<file path="src/rtl/lpt_pkg.sv">
`timescale 1ns / 1ps
`default_nettype none
package lpt_pkg;

  localparam int DefMaxJobs    = 64;
  localparam int DefMaxWorkers = 16;

  localparam int SizeW  = 48;
  localparam int LoadW  = 54;
  localparam int MinW   = 31;
  localparam int MaxWrkW = 5;
  localparam int CoreW  = 7;
  localparam int CfgIdxW = 2;

  localparam logic [CfgIdxW-1:0] CFG_MAX_WORKERS = 2'd0;
  localparam logic [CfgIdxW-1:0] CFG_CORE_COUNT  = 2'd1;
  localparam logic [CfgIdxW-1:0] CFG_MIN_BYTES   = 2'd2;

  localparam logic [MaxWrkW-1:0] RstMaxWorkers = 5'd16;
  localparam logic [CoreW-1:0]   RstCoreCount  = 7'd4;
  localparam logic [MinW-1:0]    RstMinBytes   = 31'd6291456;

  typedef enum logic [2:0] {
    S_LOAD,
    S_QUOT,
    S_DECL,
    S_ASSIGN,
    S_EMIT
  } state_t;

  typedef struct packed {
    logic insert;
    logic rotate;
    logic clear;
  } cell_ctl_t;

endpackage
`default_nettype wire

</file>
<file path="src/rtl/lpt_cell.sv">
`timescale 1ns / 1ps
`default_nettype none
module lpt_cell #(
  parameter int IW = 6,
  parameter int WW = 4
) (
  input  wire                       clk,
  input  wire                       rst_n,
  input  lpt_pkg::cell_ctl_t        ctl,
  input  wire [lpt_pkg::SizeW-1:0]  new_size,
  input  wire [IW-1:0]              new_idx,
  input  wire                       prev_ge,
  input  wire                       prev_valid,
  input  wire [lpt_pkg::SizeW-1:0]  prev_size,
  input  wire [IW-1:0]              prev_idx,
  input  wire                       next_valid,
  input  wire [lpt_pkg::SizeW-1:0]  next_size,
  input  wire [IW-1:0]              next_idx,
  input  wire [WW-1:0]              next_wrk,
  output logic                      valid,
  output logic [lpt_pkg::SizeW-1:0] size,
  output logic [IW-1:0]             idx,
  output logic [WW-1:0]             wrk,
  output logic                      ge
);
  import lpt_pkg::*;

  logic              valid_r, valid_nxt;
  logic [SizeW-1:0]  size_r, size_nxt;
  logic [IW-1:0]     idx_r, idx_nxt;
  logic [WW-1:0]     wrk_r, wrk_nxt;

  assign ge = valid_r && (size_r >= new_size);

  always_comb begin
    valid_nxt = valid_r;
    size_nxt  = size_r;
    idx_nxt   = idx_r;
    wrk_nxt   = wrk_r;
    if (ctl.clear) begin
      valid_nxt = 1'b0;
    end else if (ctl.insert) begin
      if (!ge) begin
        if (prev_ge) begin
          valid_nxt = 1'b1;
          size_nxt  = new_size;
          idx_nxt   = new_idx;
        end else begin
          valid_nxt = prev_valid;
          size_nxt  = prev_size;
          idx_nxt   = prev_idx;
        end
        wrk_nxt = '0;
      end
    end else if (ctl.rotate) begin
      valid_nxt = next_valid;
      size_nxt  = next_size;
      idx_nxt   = next_idx;
      wrk_nxt   = next_wrk;
    end
  end

  always_ff @(posedge clk) begin
    if (!rst_n) begin
      valid_r <= 1'b0;
    end else begin
      valid_r <= valid_nxt;
    end
    size_r <= size_nxt;
    idx_r  <= idx_nxt;
    wrk_r  <= wrk_nxt;
  end

  assign valid = valid_r;
  assign size  = size_r;
  assign idx   = idx_r;
  assign wrk   = wrk_r;

endmodule
`default_nettype wire

</file>
<file path="config.mk">
export PLATFORM = sky130hd
export DESIGN_NAME = lpt_cell
export DESIGN_NICKNAME = d
export VERILOG_FILES = /design/src/rtl/lpt_pkg.sv /design/src/rtl/lpt_cell.sv
export SDC_FILE = /design/constraint.sdc
export NUM_CORES = 1
export LEC_CHECK = 0
export BUFFER_PORTS_ARGS = -buffer_cell sky130_fd_sc_hd__buf_2
export CORE_ASPECT_RATIO = 0.7
export CORE_UTILIZATION = 45
export CTS_BUF_LIST = sky130_fd_sc_hd__clkbuf_4 sky130_fd_sc_hd__clkbuf_8 sky130_fd_sc_hd__clkbuf_16
export CTS_CLUSTER_DIAMETER = 30
export DETAILED_ROUTE_END_ITERATION = 10
export PLACE_DENSITY = 0.81
export SYNTH_ARGS = -nofsm -noshare
export SYNTH_HDL_FRONTEND = slang
export SYNTH_SLANG_ARGS = --single-unit
</file>
<file path="constraint.sdc">
create_clock -name clk -period 4.4 [get_ports clk]
set_input_delay 0.88 -clock clk [delete_from_list [all_inputs] [get_ports clk]]
set_output_delay 0.88 -clock clk [all_outputs]
set_load 0.005 [all_outputs]
</file>
# Yosys cells after proc, flatten, opt, wreduce, memory -nomap -nowiden
# Index checks and enable logic that the tools add are counted.
[totals]
regBits = 59
latch_bits = 0
ramBits = 0
rom_bits = 0
out_inout_bits = 60
word_cells = 28
n_memories = 0
[classes]
add_sub_neg = 0
n_mul = 0
n_div = 0
magnitude_cmp = 1
eq_ne = 1
shift = 0
n_mux = 15
n_bitwise = 2
reduce_logical = 5
[op_table]
columns = ["cell", "count"]
rows = [
  ["48-bit 2-to-1 mux", 4],
  ["48-bit greater-or-equal comparator", 1],
  ["6-bit 2-to-1 mux", 4],
  ["4-bit 2-to-1 mux", 3],
  ["1-bit 2-to-1 mux", 4],
  ["3-bit AND reduction", 1],
  ["2-bit != test (second input constant)", 1],
  ["1-bit inverter", 2],
  ["2-bit AND reduction", 1],
  ["2-bit nonzero test", 1],
  ["2-bit OR reduction", 1],
  ["1-bit logical AND", 1],
]

# Depth between registers and ports, before layout
[depth]
ltp_word = 4
depth_mapped = 8

# Worst setup path after synthesis
# Ideal clock, no wire load.
[synth_timing]
path_type = "input -> register"
from = "in new_size[0] (netlist bit)"
to = "reg idx_r[0], in the netlist idx[0] (enable)"
arrival_ns = 3.468
slack_ns = 0.514
cell_stages = 7
cell_sequence = "ha_1 -> nand2b_1 -> a2111o_1 -> o211ai_1 -> a31oi_1 -> a41oi_2 -> a41o_1"
[synth_between]
elab_chain_len = 4
[synth_lines]
columns = ["item", "line", "text"]
rows = [
  ["from (decl)", "lpt_cell.sv:10", "input wire [lpt_pkg::SizeW-1:0] new_size,"],
  ["48-bit greater-or-equal comparator", "lpt_cell.sv:33", "assign ge = valid_r && (size_r >= new_size);"],
  ["1-bit logical AND", "lpt_cell.sv:33", ""],
  ["2-bit != test (no source line)", "--", ""],
  ["3-bit AND reduction (no source line)", "--", ""],
  ["to (signal assigned)", "lpt_cell.sv:70", "idx_r <= idx_nxt;"],
  ["to (decl)", "lpt_cell.sv:30", "logic [IW-1:0] idx_r, idx_nxt;"],
]
# No other way between the ends.
# A chain may end at the register's enable or synchronous reset.

# Final worst setup path
[layout_timing]
from = "in new_size[15] (netlist bit)"
to = "out ge"
[layout_between]
elab_chain_len = 2
[layout_lines]
columns = ["item", "line", "text"]
rows = [
  ["48-bit greater-or-equal comparator", "lpt_cell.sv:33", ""],
  ["1-bit logical AND", "lpt_cell.sv:33", ""],
  ["to (decl)", "lpt_cell.sv:24", "output logic ge"],
]
# No other way between the ends.

==> impl_results.md <==
- Leakage: slightly below 3 nW
- Global route total overflow: 0
- Highest Clock Rate: 289 MHz
- Worst-path cell chain: buf_2, inv_1, ha_1, nand4_1, nor4_1, o211ai_1, a31oi_1, a41oi_2, nand2_1, buf_2
- Final setup viols: 0
- Die Area: 9610 µm²
- Clock transition at the registers of the reported paths: 0.05 ns
- Synth top area share: 0.420
- Worst Setup Slack, final: 0.934 ns
- Cell area after layout: 5680 µm²
- Worst setup EP type: output pin
- Minimum clock period: approximately 3.5 ns
- Slew Limit Fails: 0
- Seq cells post-synth: roughly 60
- Number of distinct library cells after synthesis: 31
- Clock network fraction of total power: 0.362
- Post-Syn Area: slightly above 4000 µm²
- Reg2reg start: size[23]
- Syn Nets: 644
- Post-Syn Instances: 422
- Ant diodes: 0
- Share of cells above drive strength 1: 0.387
- Drt drc: 0
- Largest stage delay on the critical path: 0.38 ns
- Starting Density: 0.477
- Row count: 28
- Area leader, netlist: edfxtp_1
- Post-CTS Setup Bufs: 0
- Clk sink count: 59
- Worst Tran Pin Value: ~0.92 ns
- Antenna Violating Nets Remaining: 0
- R2R Setup Slk: around 1.5 ns
- Total Routed Length: around 11 mm
- Worst r2r path cells: 8
- Crit path required time: 3.52 ns
- WHS Endpoint: valid
- First-pass GRT wire length: 16.4 mm
- R2r endpoint: size[45]
- Yosys warning count: 0
- Synth-to-layout area growth: 36.9%
- Min Hold Slack: 0.594 ns
- Routability cong.: 0.846
- Min-delay src: valid
- Antenna violations before repair: 0
- Post-Place Cells: between 700 and 800
- Final core area utilization: 0.653
- TritonCTS Buffers: 9
- Post-synthesis sequential area ratio: 0.425
- Post-synth ARST share: 0
- CTS tree: yes
- Most common cell in the synthesized netlist: a21oi_1
- RSZ-0062 raised after global routing: no
- Syn Area/Cell: 9.83 µm²
- Setup TNS: 0 ns
- Power share of the combinational group: 0.221
- Final Hold Fails: 0
- Power Internal: 1.24 mW
- Worst-path maximum fanout: 3
- Hpwl dp: 8.92 mm
- Status: finished, final reports clean
- Cell mode on critical path: buf_2
- I/O Buffers: 233
- DIE HEIGHT: between 80 and 90 µm
- CTS Hold Bufs: 0
- Placed cell area: 5420 µm²
- Via/cell ratio: 5.00
- Final worst-path cycle share: 0.788
- Crit Path Category: in -> out
- Clock skew: ~0.012 ns
- Worst slew margin: 0.387
- Root Driver: clkbuf_16
- H-Tree Depth: 3
- Clk_lat worst skew: 0.32 ns
- Finished Layout Cells: 773
- # nets final: ~870
- Pre-CTS WS: 0.812 ns
- Max Cap Viol: 0
- DRT Pass-1 Iters: 4
- Core Footprint: 8690 µm²
- Total I/O pin count: 234
- Part of the power in registers: 0.417
- Post-synth EDFFs: 58
- Hold Crit Class: reg -> reg
- Vias in the first global route: 3658
- Final Total Pwr: 1.67 mW
- Drt wl/cell: 14.2 µm
- Dominant cells by area after synthesis: edfxtp_1 (42%), ha_1 (14%), mux2i_1 (13%)
- Synth cell count leaders: a21oi_1 (71), nor2_1 (59), edfxtp_1 (58), mux2i_1 (54), inv_1 (49)
- Pin count of the biggest net entering global routing: 78
- Post-CTS sizing: 0
- Switching part of the total: 0.258
- Maximum vdd drop: 0.000172 V
- Worst path arrival time: 2.59 ns
- Gr usage total: 0.223
- Iter 0 DRT Violations: 81
- Top_reg_cell synth: edfxtp_1
- Chip width: ~120 µm
- Cell Pwr Density: 294 nW/µm²
- Switching power: ~430 µW
- Setup crit start kind: input port
- Clock tree buffer depth: 2
- Slowest-stage cell, CP: nor4_1
- Hold path cells: 2
- Routed via count: about 3900
[critical path, delay by kind of cell]
family          cells  cell delay, ns
compound gates      3            0.52
buf+inv             3            0.25
fa+ha+maj           1            0.30
simple gates        3            0.64
[registers in the layout (all words and copies together), names as in the netlist]
register	count
size	48
idx	6
wrk	4
valid	1
[worst max path at each step]
| stage | from | end | slack (ns) |
|---|---|---|---|
| floorplan | new_size[0] | idx[0] | 0.51 |
| global placement | new_size[23] | idx[2] | 0.87 |
| detailed placement | new_size[21] | idx[2] | 0.81 |
| CTS | new_size[15] | ge | 0.90 |
| global route | new_size[15] | ge | 0.75 |
| finish | new_size[15] | ge | 0.93 |
[power by group through the flow]
stage                     clock network [mW]  registers [mW]  logic, mW
after floorplan                            0           0.710      0.190
after global placement                     0           0.705      0.355
after detailed placement                   0           0.707      0.369
after CTS                              0.615           0.696      0.371
after global routing                   0.642           0.700      0.416
final                                  0.603           0.696      0.369
[cells in the final DEF (no fill, tap or decap), drive strengths merged, types with 3 or more instances in the layout]
cell type | synthesis | final
a21oi | 71 | 71
a221oi | 3 | 3
buf | 11 | 235
clkbuf | 8 | 11
clkinv | 0 | 4
edfxtp | 58 | 58
ha | 48 | 48
inv | 49 | 49
mux2i | 54 | 54
nand2 | 17 | 17
nand3 | 3 | 3
nand4 | 8 | 8
nor2 | 59 | 59
nor2b | 4 | 4
o211ai | 3 | 3
o21ai | 6 | 6
[layout make-up]
cell class	count	area (µm²)
clock buffers	11	240
well taps	120	150
clock inverters	4	18.8
repair buffers	235	1200
multi-input cells	295	2120
flip-flops and latches	59	1760
inverters	49	184
fillers	749	3010
[per-layer routing]
| metal | wire length [µm] | vias to the layer above | global-route usage |
|---|---|---|---|
| li1 | - | 1980 | - |
| met2 | 5460 | 149 | 0.407 |
| met5 | 0 | - | 0 |
| met3 | 781 | 12 | 0.0620 |
| met4 | 136 | 0 | 0.0646 |
| met1 | 4620 | 1724 | 0.259 |
[cells by family (layout without fill, tap and decap cells)]
family,count (synthesis),after routing,share of synthesized area
and+or+nand+nor,99,99,0.108
AOI/OAI and AO/OA,93,93,0.126
buffers and inverters,68,299,0.0634
DFF,59,59,0.425
muxes,55,55,0.133
adders and majority gates,48,48,0.145
Power figures use the tool's default switching activity.
